## src/sv/stn_pkg.sv

```systemverilog
// ----------------------------------------------------------------------------
// stn_pkg
// Types, constants and register map shared by the timestamp normalizer.
// ----------------------------------------------------------------------------
package stn_pkg;

    localparam int STAMP_W    = 63;
    localparam int SEQ_W      = 8;
    localparam int INTERVAL_W = 30;
    localparam int SKEW_W     = 32;
    localparam int APB_ADDR_W = 4;
    localparam int APB_DATA_W = 32;

    localparam logic [STAMP_W-1:0] STAMP_MAX = {STAMP_W{1'b1}};

    localparam logic [SKEW_W-1:0] PAST_SKEW_RESET   = 32'd100_000_000;
    localparam logic [SKEW_W-1:0] FUTURE_SKEW_RESET = 32'd5_000_000;

    localparam logic [1:0] REG_INTERVAL    = 2'd0;
    localparam logic [1:0] REG_PAST_SKEW   = 2'd1;
    localparam logic [1:0] REG_FUTURE_SKEW = 2'd2;

    localparam logic FUNC_NORMALIZE = 1'b0;
    localparam logic FUNC_CLEAR     = 1'b1;

    typedef struct packed {
        logic [INTERVAL_W-1:0] interval;
        logic [SKEW_W-1:0]     past_skew;
        logic [SKEW_W-1:0]     future_skew;
    } cfg_t;

    typedef struct packed {
        logic               func;
        logic [STAMP_W-1:0] report_stamp;
        logic [STAMP_W-1:0] host_stamp;
        logic [SEQ_W-1:0]   seq_num;
    } item_t;

    typedef struct packed {
        logic               valid;
        logic [SEQ_W-1:0]   seq;
        logic [STAMP_W-1:0] stamp;
    } hist_t;

    typedef struct packed {
        logic [STAMP_W-1:0] out_stamp;
        logic               domain_reset;
        logic               is_duplicate;
        logic               seq_gap;
        logic               nonmono_repaired;
        logic               gap_to_interval;
        logic               dup_to_interval;
        logic               back_to_interval;
        logic               clamped_to_host;
        logic               bounded_to_plus_one;
    } result_t;

endpackage

```

## src/sv/stn_apb_regs.sv

```systemverilog
// ----------------------------------------------------------------------------
// stn_apb_regs
// APB register file holding the interval and the skew limits.
// ----------------------------------------------------------------------------
module stn_apb_regs (
    input  logic                           clk,
    input  logic                           rst_n,
    input  logic                           psel,
    input  logic                           penable,
    input  logic                           pwrite,
    input  logic [stn_pkg::APB_ADDR_W-1:0] paddr,
    input  logic [stn_pkg::APB_DATA_W-1:0] pwdata,
    output logic [stn_pkg::APB_DATA_W-1:0] prdata,
    output logic                           pready,
    output stn_pkg::cfg_t                  cfg
);
    import stn_pkg::*;

    cfg_t       cfg_reg;
    cfg_t       cfg_next;
    logic       wr_en;
    logic [1:0] reg_idx;

    assign pready  = 1'b1;
    assign wr_en   = psel && penable && pwrite;
    assign reg_idx = paddr[3:2];

    always_comb
    begin
        cfg_next = cfg_reg;
        if (wr_en)
        begin
            unique case (reg_idx)
                REG_INTERVAL:    cfg_next.interval    = pwdata[INTERVAL_W-1:0];
                REG_PAST_SKEW:   cfg_next.past_skew   = pwdata[SKEW_W-1:0];
                REG_FUTURE_SKEW: cfg_next.future_skew = pwdata[SKEW_W-1:0];
                default:         cfg_next = cfg_reg;
            endcase
        end
    end

    always_ff @(posedge clk or negedge rst_n)
    begin
        if (!rst_n)
        begin
            cfg_reg.interval    <= '0;
            cfg_reg.past_skew   <= PAST_SKEW_RESET;
            cfg_reg.future_skew <= FUTURE_SKEW_RESET;
        end
        else
        begin
            cfg_reg <= cfg_next;
        end
    end

    always_comb
    begin
        unique case (reg_idx)
            REG_INTERVAL:
                prdata = {{(APB_DATA_W-INTERVAL_W){1'b0}}, cfg_reg.interval};
            REG_PAST_SKEW:   prdata = cfg_reg.past_skew;
            REG_FUTURE_SKEW: prdata = cfg_reg.future_skew;
            default:         prdata = '0;
        endcase
    end

    assign cfg = cfg_reg;

endmodule

```

## src/sv/stn_repair.sv

```systemverilog
// ----------------------------------------------------------------------------
// stn_repair
// Skew check, duplicate detection and monotonic repair of one report.
// ----------------------------------------------------------------------------
module stn_repair (
    input  stn_pkg::cfg_t    cfg,
    input  stn_pkg::item_t   item,
    input  stn_pkg::hist_t   hist,
    output stn_pkg::result_t res,
    output stn_pkg::hist_t   hist_next
);
    import stn_pkg::*;

    localparam int PROD_W = INTERVAL_W + SEQ_W;

    logic               host_ge;
    logic [STAMP_W-1:0] past_diff;
    logic [STAMP_W-1:0] future_diff;
    logic               skew_reset;
    logic [STAMP_W-1:0] st;
    logic               dup;
    logic [SEQ_W-1:0]   delta;
    logic [PROD_W-1:0]  prod;
    logic [STAMP_W:0]   cand;
    logic [STAMP_W-1:0] plus_one;
    logic               interval_ok;

    always_comb
    begin
        host_ge     = item.host_stamp >= item.report_stamp;
        past_diff   = item.host_stamp - item.report_stamp;
        future_diff = item.report_stamp - item.host_stamp;
        if (host_ge)
            skew_reset = past_diff > {{(STAMP_W-SKEW_W){1'b0}}, cfg.past_skew};
        else
            skew_reset = future_diff > {{(STAMP_W-SKEW_W){1'b0}}, cfg.future_skew};
        st = skew_reset ? item.host_stamp : item.report_stamp;

        dup         = hist.valid && (item.seq_num == hist.seq) && (st == hist.stamp);
        delta       = item.seq_num - hist.seq;
        prod        = PROD_W'(cfg.interval) * PROD_W'(delta);
        cand        = {1'b0, hist.stamp} + (STAMP_W+1)'(prod);
        plus_one    = (hist.stamp == STAMP_MAX) ? STAMP_MAX : hist.stamp + 1'b1;
        interval_ok = (delta != '0) && (cfg.interval != '0);

        res              = '0;
        res.domain_reset = skew_reset;
        res.out_stamp    = st;

        if (dup)
        begin
            res.is_duplicate = 1'b1;
        end
        else if (hist.valid)
        begin
            res.seq_gap = item.seq_num != (hist.seq + 1'b1);
            if (st <= hist.stamp)
            begin
                res.nonmono_repaired = 1'b1;
                if (interval_ok)
                begin
                    res.gap_to_interval  = delta > SEQ_W'(1);
                    res.dup_to_interval  = (delta == SEQ_W'(1)) && (st == hist.stamp);
                    res.back_to_interval = (delta == SEQ_W'(1)) && (st < hist.stamp);
                    if (cand <= {1'b0, item.host_stamp})
                    begin
                        res.out_stamp = cand[STAMP_W-1:0];
                    end
                    else if (item.host_stamp > hist.stamp)
                    begin
                        res.out_stamp       = item.host_stamp;
                        res.clamped_to_host = 1'b1;
                    end
                    else
                    begin
                        res.out_stamp           = plus_one;
                        res.bounded_to_plus_one = 1'b1;
                    end
                end
                else
                begin
                    res.out_stamp = plus_one;
                end
            end
        end

        if (item.func == FUNC_CLEAR)
        begin
            hist_next = '0;
        end
        else if (dup)
        begin
            hist_next = hist;
        end
        else
        begin
            hist_next.valid = 1'b1;
            hist_next.seq   = item.seq_num;
            hist_next.stamp = res.out_stamp;
        end
    end

endmodule

```

## src/sv/sensor_timestamp_normalizer.sv

```systemverilog
// ----------------------------------------------------------------------------
// sensor_timestamp_normalizer
// Repairs sensor report timestamps against host time and report history.
// ----------------------------------------------------------------------------
//  channel   direction  handshake                      payload
//  input     in         in_valid / in_stall            func, report_stamp, host_stamp, seq_num
//  output    out        out_valid / out_stall          out_stamp and nine status flags
//  config    in         psel, penable, pwrite, pready  paddr[3:0], pwdata, prdata
//
// A word passes an input register and then a result register before its result
// is offered; one word is accepted every cycle while the output does not stall.
// The history registers update as a word leaves the input register.
// A clear word empties the history and produces no result word.
// Reset restores the default register values and empties the history.
// A stall on the output holds the result and backs up into the input register.
// ----------------------------------------------------------------------------
module sensor_timestamp_normalizer (
    input  logic                           clk,
    input  logic                           rst_n,
    input  logic                           psel,
    input  logic                           penable,
    input  logic                           pwrite,
    input  logic [stn_pkg::APB_ADDR_W-1:0] paddr,
    input  logic [stn_pkg::APB_DATA_W-1:0] pwdata,
    output logic [stn_pkg::APB_DATA_W-1:0] prdata,
    output logic                           pready,
    input  logic                           in_valid,
    output logic                           in_stall,
    input  logic                           func,
    input  logic [stn_pkg::STAMP_W-1:0]    report_stamp,
    input  logic [stn_pkg::STAMP_W-1:0]    host_stamp,
    input  logic [stn_pkg::SEQ_W-1:0]      seq_num,
    output logic                           out_valid,
    input  logic                           out_stall,
    output logic [stn_pkg::STAMP_W-1:0]    out_stamp,
    output logic                           domain_reset,
    output logic                           is_duplicate,
    output logic                           seq_gap,
    output logic                           nonmono_repaired,
    output logic                           gap_to_interval,
    output logic                           dup_to_interval,
    output logic                           back_to_interval,
    output logic                           clamped_to_host,
    output logic                           bounded_to_plus_one
);
    import stn_pkg::*;

    cfg_t    cfg;
    logic    s1_valid_reg;
    logic    s1_valid_next;
    item_t   s1_item_reg;
    item_t   s1_item_next;
    hist_t   hist_reg;
    hist_t   hist_next;
    hist_t   hist_calc;
    logic    out_valid_reg;
    logic    out_valid_next;
    result_t out_res_reg;
    result_t out_res_next;
    result_t res_calc;
    logic    advance;
    logic    in_accept;
    logic    fire;

    stn_apb_regs u_regs (
        .clk     (clk),
        .rst_n   (rst_n),
        .psel    (psel),
        .penable (penable),
        .pwrite  (pwrite),
        .paddr   (paddr),
        .pwdata  (pwdata),
        .prdata  (prdata),
        .pready  (pready),
        .cfg     (cfg)
    );

    stn_repair u_repair (
        .cfg       (cfg),
        .item      (s1_item_reg),
        .hist      (hist_reg),
        .res       (res_calc),
        .hist_next (hist_calc)
    );

    assign advance   = !out_valid_reg || !out_stall;
    assign in_stall  = s1_valid_reg && !advance;
    assign in_accept = in_valid && !in_stall;
    assign fire      = s1_valid_reg && advance;

    always_comb
    begin
        if (in_accept)
            s1_valid_next = 1'b1;
        else if (advance)
            s1_valid_next = 1'b0;
        else
            s1_valid_next = s1_valid_reg;

        s1_item_next = s1_item_reg;
        if (in_accept)
        begin
            s1_item_next.func         = func;
            s1_item_next.report_stamp = report_stamp;
            s1_item_next.host_stamp   = host_stamp;
            s1_item_next.seq_num      = seq_num;
        end

        hist_next = fire ? hist_calc : hist_reg;

        if (advance)
            out_valid_next = fire && (s1_item_reg.func == FUNC_NORMALIZE);
        else
            out_valid_next = out_valid_reg;

        out_res_next = (fire && (s1_item_reg.func == FUNC_NORMALIZE)) ? res_calc : out_res_reg;
    end

    always_ff @(posedge clk or negedge rst_n)
    begin
        if (!rst_n)
        begin
            s1_valid_reg  <= 1'b0;
            out_valid_reg <= 1'b0;
            hist_reg      <= '0;
        end
        else
        begin
            s1_valid_reg  <= s1_valid_next;
            out_valid_reg <= out_valid_next;
            hist_reg      <= hist_next;
        end
    end

    always_ff @(posedge clk)
    begin
        s1_item_reg <= s1_item_next;
        out_res_reg <= out_res_next;
    end

    assign out_valid           = out_valid_reg;
    assign out_stamp           = out_res_reg.out_stamp;
    assign domain_reset        = out_res_reg.domain_reset;
    assign is_duplicate        = out_res_reg.is_duplicate;
    assign seq_gap             = out_res_reg.seq_gap;
    assign nonmono_repaired    = out_res_reg.nonmono_repaired;
    assign gap_to_interval     = out_res_reg.gap_to_interval;
    assign dup_to_interval     = out_res_reg.dup_to_interval;
    assign back_to_interval    = out_res_reg.back_to_interval;
    assign clamped_to_host     = out_res_reg.clamped_to_host;
    assign bounded_to_plus_one = out_res_reg.bounded_to_plus_one;

endmodule

```

## config.mk

```make
export PLATFORM = sky130hd
export DESIGN_NAME = sensor_timestamp_normalizer
export DESIGN_NICKNAME = d
export VERILOG_FILES = /design/src/sv/stn_pkg.sv /design/src/sv/stn_apb_regs.sv /design/src/sv/stn_repair.sv /design/src/sv/sensor_timestamp_normalizer.sv
export SDC_FILE = /design/constraint.sdc
export NUM_CORES = 2
export LEC_CHECK = 0
export BUFFER_PORTS_ARGS = -buffer_cell sky130_fd_sc_hd__buf_2
export CAP_MARGIN = 25
export CORE_MARGIN = 5
export CORE_UTILIZATION = 60
export CTS_CLUSTER_DIAMETER = 30
export DETAILED_ROUTE_END_ITERATION = 8
export HOLD_SLACK_MARGIN = 0.05
export PLACE_DENSITY = 0.79
export RECOVER_POWER = 50
export SYNTH_ARGS = -nofsm -noshare
export SYNTH_HDL_FRONTEND = slang
export SYNTH_HIERARCHICAL = 1
export SYNTH_SLANG_ARGS = --single-unit
export TNS_END_PERCENT = 1
```

## constraint.sdc

```tcl
create_clock -name clk -period 13 [get_ports clk]
set_input_delay 0.65 -clock clk [delete_from_list [all_inputs] [get_ports clk]]
set_output_delay 0.65 -clock clk [all_outputs]
set_load 0.02 [all_outputs]
```

# [Word level (Yosys, flattened, before mapping)]
# Index checks and enable logic that the tools add are counted.
[word_totals] word_cells=96 in_bits=178 ff_bits=375 output_inout_bits=107
[op_classes] n_mux=20 bitwise=4 mul=1 eq_ne=8 order_cmp=8 addsub=6 n_reduce_logical=27
[ops] operator="$mux 63" n=8
[ops] operator="$mux 72" n=2
[ops] operator="$gt 63x32->1" n=2
[ops] operator="$sub 63x63->63" n=2
[ops] operator="$pmux 32 s3" n=1
[ops] operator="$add 63x38->64" n=1
[ops] operator="$le 64x63->1" n=1
[ops] operator="$add 63x1->63 const B" n=1
[ops] operator="$eq 63x63->1" n=1
[ops] operator="$eq 63x63->1 const B" n=1
[ops] operator="$ge 63x63->1" n=1
[ops] operator="$gt 63x63->1" n=1
[ops] operator="$le 63x63->1" n=1
[ops] operator="$lt 63x63->1" n=1
[ops] operator="$mul 30x8->38" n=1
[ops] operator="$reduce_bool 30->1" n=1
[ops] operator="$logic_and 1x1->1" n=11
[ops] operator="$add 8x1->8 const B" n=1
[ops] operator="$eq 8x1->1 const B" n=1
[ops] operator="$eq 8x8->1" n=1
[ops] operator="$gt 8x1->1 const B" n=1
[ops] operator="$ne 8x8->1" n=1
[ops] operator="$reduce_and 2->1" n=4
[ops] operator="$reduce_bool 8->1" n=1
[ops] operator="16 further kinds" n=27

# [Depth between registers and ports, before layout]
[depth] word_depth=11 mapped_depth=49 ltp_nobuf=46

# [Modules after synthesis]
# The synthesis kept the hierarchy.
[by_module_without_submodules] mod="stn_repair" cells_each=3933 instances=1 area_each_um2=28464.8 seq_area_each_um2=0.0
[by_module_without_submodules] mod="sensor_timestamp_normalizer" cells_each=370 instances=1 area_each_um2=9354.0 seq_area_each_um2=8067.7
[by_module_without_submodules] mod="stn_apb_regs" cells_each=309 instances=1 area_each_um2=4305.4 seq_area_each_um2=2377.3

# [Worst setup path before layout]
# OpenSTA, ideal clock, no wires.
[synth_timing] kind="register -> register" start="register s1_item_reg[0] in the netlist's numbering" end="register hist_reg[17] in the netlist's numbering" slack_ps=2862 synth_period_minus_slack_ps=10138 stages_incl_launch_ff=46 arrival_ps=10073 setup_time_ps=65 required_time_ps=12935 path_buffers=3 cell_sequence="edfxtp_1 -> inv_1 -> ha_1 -> inv_1 -> fa_1 -> nand2_1 -> nand2_1 -> a21oi_1 -> o21bai_1 -> a21oi_1 -> xnor2_1 -> clkbuf_1 -> and2_1 -> fa_1 -> fa_1 -> fa_1 -> fa_1 -> ha_1 -> [... 10 more ...] -> nor2_1 -> xnor2_1 -> ha_1 -> nand4_1 -> nor2_1 -> nand3_1 -> or3_1 -> nor2_1 -> nand2_1 -> or3_1 -> o21ai_0 -> nand2_1 -> nand2_1 -> clkbuf_1 -> o22ai_1 -> a22o_1 -> a2111oi_0 -> mux2_4"
[synth_rtl] item="from (decl)" line_no="sensor_timestamp_normalizer.sv:51" rtl="item_t s1_item_reg;"
[synth_rtl] item="from (signal assigned)" line_no="sensor_timestamp_normalizer.sv:137" rtl="s1_item_reg <= s1_item_next;"
[synth_rtl] item="to (signal assigned)" line_no="sensor_timestamp_normalizer.sv:131" rtl="hist_reg <= hist_next;"
[synth_rtl] item="to (decl)" line_no="sensor_timestamp_normalizer.sv:53" rtl="hist_t hist_reg;"

==> run_results.csv <==
group,metric,value,unit
status,outcome,"complete, but fails checks",
status,violations,"max-capacitance violations, max-slew violations",
place,globalplace.congestion,1.06,
synth,yosys_warnings,6,
sta,final_hold_viol_count,0,
worst_setup_path,crit_slowest_cell,"xnor2_2",
synth,ys_seq_area_frac,0.248,
worst_setup_path,ff2ff_path_depth,44,
sta,period_needed,12310,ps
worst_setup_path,critPathKind,"reg2reg",
clock_network,clock_latency,660,ps
clock_network,htreeDepth,3,
worst_setup_path,endpoint_kind,"register",
floorplanning,core,0.0698,mm2
grt,grt_overflow,0,
clock_network,clkTransAtPathRegs,60,ps
synth,synth_area_leaders,"edfxtp_1 (15%), ha_1 (13%), fa_1 (9.8%)",
synth,synth_edf_count,207,
clock_network,ctsResizeCount,0,
synth,synth.avg_cell_area,9.13,um2
worst_setup_path,r2r-start,"s1_item_reg[1]",
grt,antenna_found_initial,4,
floorplanning,floorplan.initialDensity,0.604,
worst_setup_path,critPathMaxStageDelay,700,ps
sta,finalWorstSetupSlack,686,ps
layout,drive_gt1_frac,0.148,
sta,holdWs,166,ps
synth,syn_area,0.0421,mm2
floorplanning,die_height,275,um
clock_network,cts-hold-fix-buffers,1,
place,io_buffers,281,
layout,final_nets,5749,
job,cap_violations,10,
layout,area_growth,13.7,%
worst_setup_path,path_depth,44,
layout,fin_area,0.0479,mm2
place,dp_hpwl,124000,um
sta,period_share,0.947,
hold_path,min_path_type,"in2reg",
synth,async_reset_ff_frac,0.448,
floorplanning,row_count,97,
clock_network,cts_buffers,88,
sta,worstMarginPinSlew,3610,ps
layout,largest_register_ffs,135,
worst_setup_path,critical_path.max_fanout,20,
clock_network,post_cts_buffers,0,
routing,firstDrtPassIters,7,
sta,finClkSkew,30.0,ps
worst_setup_path,r2r_setup_slack,690,ps
sta,rsz0062_at_grt,"no",
floorplanning,die_w,275,um
clock_network,cts-root-buf,"clkbuf_16",
sta,finalSetupViolations,0,
clock_network,cts.sinks,375,
worst_setup_path,cp_top_family,"compound AO/OA/AOI/OAI gates",
synth,synth_seq_cells,375,
grt,track_usage,0.408,
routing,wl_per_cell,26.7,um
routing,drt-total-wl,159000,um
clock_network,cts.path.max_buffers,3,
synth,synth_area_leader_cell,"edfxtp_1",
sta,fmax,0.0812,GHz
layout,fill_cells,5542,
routing,viasPerCell,6.54,
floorplanning,dieArea,0.0756,mm2
grt,first_global_vias,38295,
worst_setup_path,r2r-end,"hist_reg[44]",
worst_setup_path,start_kind,"register",
sta,maxSlewHeadroom,-1.41,
sta,fin_setup_tns,0,ps
synth,syn_inst,4612,
worst_setup_path,cp_data_required_time,13570,ps
synth,ys.flop_type,"edfxtp_1",
clock_network,cts_tree,"yes",
floorplanning,ios,285,
routing,drtIter0Drc,4549,
worst_setup_path,path_common_cell,"o21ai_0",
worst_setup_path,cp.arrival,12880,ps
synth,synth.top_cell.area_share,0.148,
place,post_dp_cell_area,0.0448,mm2
grt,grt_max_degree,71,
place,place_ws,1110,ps
sta,drv_slew,413,
hold_path,whs_path_depth,1,
routing,ant_nets,0,
worst_setup_path,crit_buf_inv,6,
synth,synthesis.nets,5448,
routing,via_count,38765,
grt,grt_pass1_wl,236000,um
synth,synth.lib_cells_used.distinct,95,
worst_setup_path,critPathLaunch,"s1_item_reg[1]",
worst_setup_path,endpoint,"hist_reg[44]",
routing,drc,0,
-- cells by family after synthesis --
family,after synthesis,share of synthesized area
xor+xnor,216,0.0449
simple gates,1225,0.147
fa+ha+maj,658,0.232
other cells,1,0.0000890
mux,273,0.0789
flops,375,0.248
compound gates,1116,0.174
buf+inv,748,0.0741
-- cell type report --
cell class                      instances  area (um2)  area share
Timing Repair Buffer                  412        2370      0.0496
Tap cell                              940        1180      0.0246
Sequential cell                       375       10400       0.218
Inverter                              547        2050      0.0429
Antenna cell                            2        5.00    0.000104
Multi-Input combinational cell       3489       28700       0.599
Clock inverter                         60         811      0.0169
Clock buffer                          106        2360      0.0493
-- synth_stat cells (15+ instances only) --
cell       number
buf_2          25
mux2_2         71
fa_1          207
nor2b_1        32
and2_1        189
o221ai_1       25
dfstp_2        20
or3_1          18
ha_1          451
xnor2_1       161
a2111oi_2      25
nand3_1        94
o21a_1         36
o21bai_1       21
o211ai_1       16
a21o_1        137
nand2b_1       50
mux2_4        100
a22o_1         37
and3_1         26
a21oi_1       354
mux2i_1       102
clkbuf_1      142
o21ai_0       217
nand2_1       292
nor4_1         40
a221oi_1       15
edfxtp_1      207
nor3_1         62
inv_1         547
xor2_1         55
a2111oi_0      30
dfrtp_1       148
a31oi_1        24
o22ai_1        51
a211oi_1       32
nor2_1        243
nand4_1       127
-- how the worst min path moves through the flow --
stage,end,startpoint,slack [ps]
6_report,s1_item_reg[40],host_stamp[32],170
5_1_grt,s1_item_reg[95],report_stamp[24],160
4_1_cts,s1_item_reg[7],seq_num[7],140
3_5_place_dp,u_regs/cfg[34],u_regs/cfg[34],520
3_3_place_gp,hist_reg[70],hist_reg[70],510
2_1_floorplan,hist_reg[0],rst_n,350
-- per-stage QoR --
step | util | std cells
3_5_place_dp | 0.643 | 5759
2_1_floorplan | - | 4612
6_report | 0.686 | 5931
5_1_grt | 0.686 | 5929
4_1_cts | 0.688 | 5926
3_3_place_gp | 0.642 | 5758
-- cells in the final DEF (no fill, tap or decap), types with 88 or more instances in the layout --
cell type,n
a21o_1,137
a21oi_1,353
and2_1,188
buf_2,198
buf_4,112
clkbuf_1,100
clkbuf_16,88
dfrtp_1,148
edfxtp_1,207
fa_1,207
ha_1,451
inv_1,547
mux2_4,99
mux2i_1,102
nand2_1,291
nand3_1,91
nand4_1,127
nor2_1,242
o21ai_0,217
xnor2_1,157
-- per-layer routing --
| layer | up-vias | GRT usage | part of all wire |
|---|---|---|---|
| met1 | 18857 | 0.533 | 0.39 |
| li1 | 16998 | - | - |
| met3 | 506 | 0.0908 | 0.10 |
| met2 | 2402 | 0.636 | 0.44 |
| met5 | - | 0 | 0.00012 |
| met4 | 2 | 0.217 | 0.063 |
Power is not shown: default switching activity piles up to over one toggle a cycle in this logic, so the estimate is an artifact.
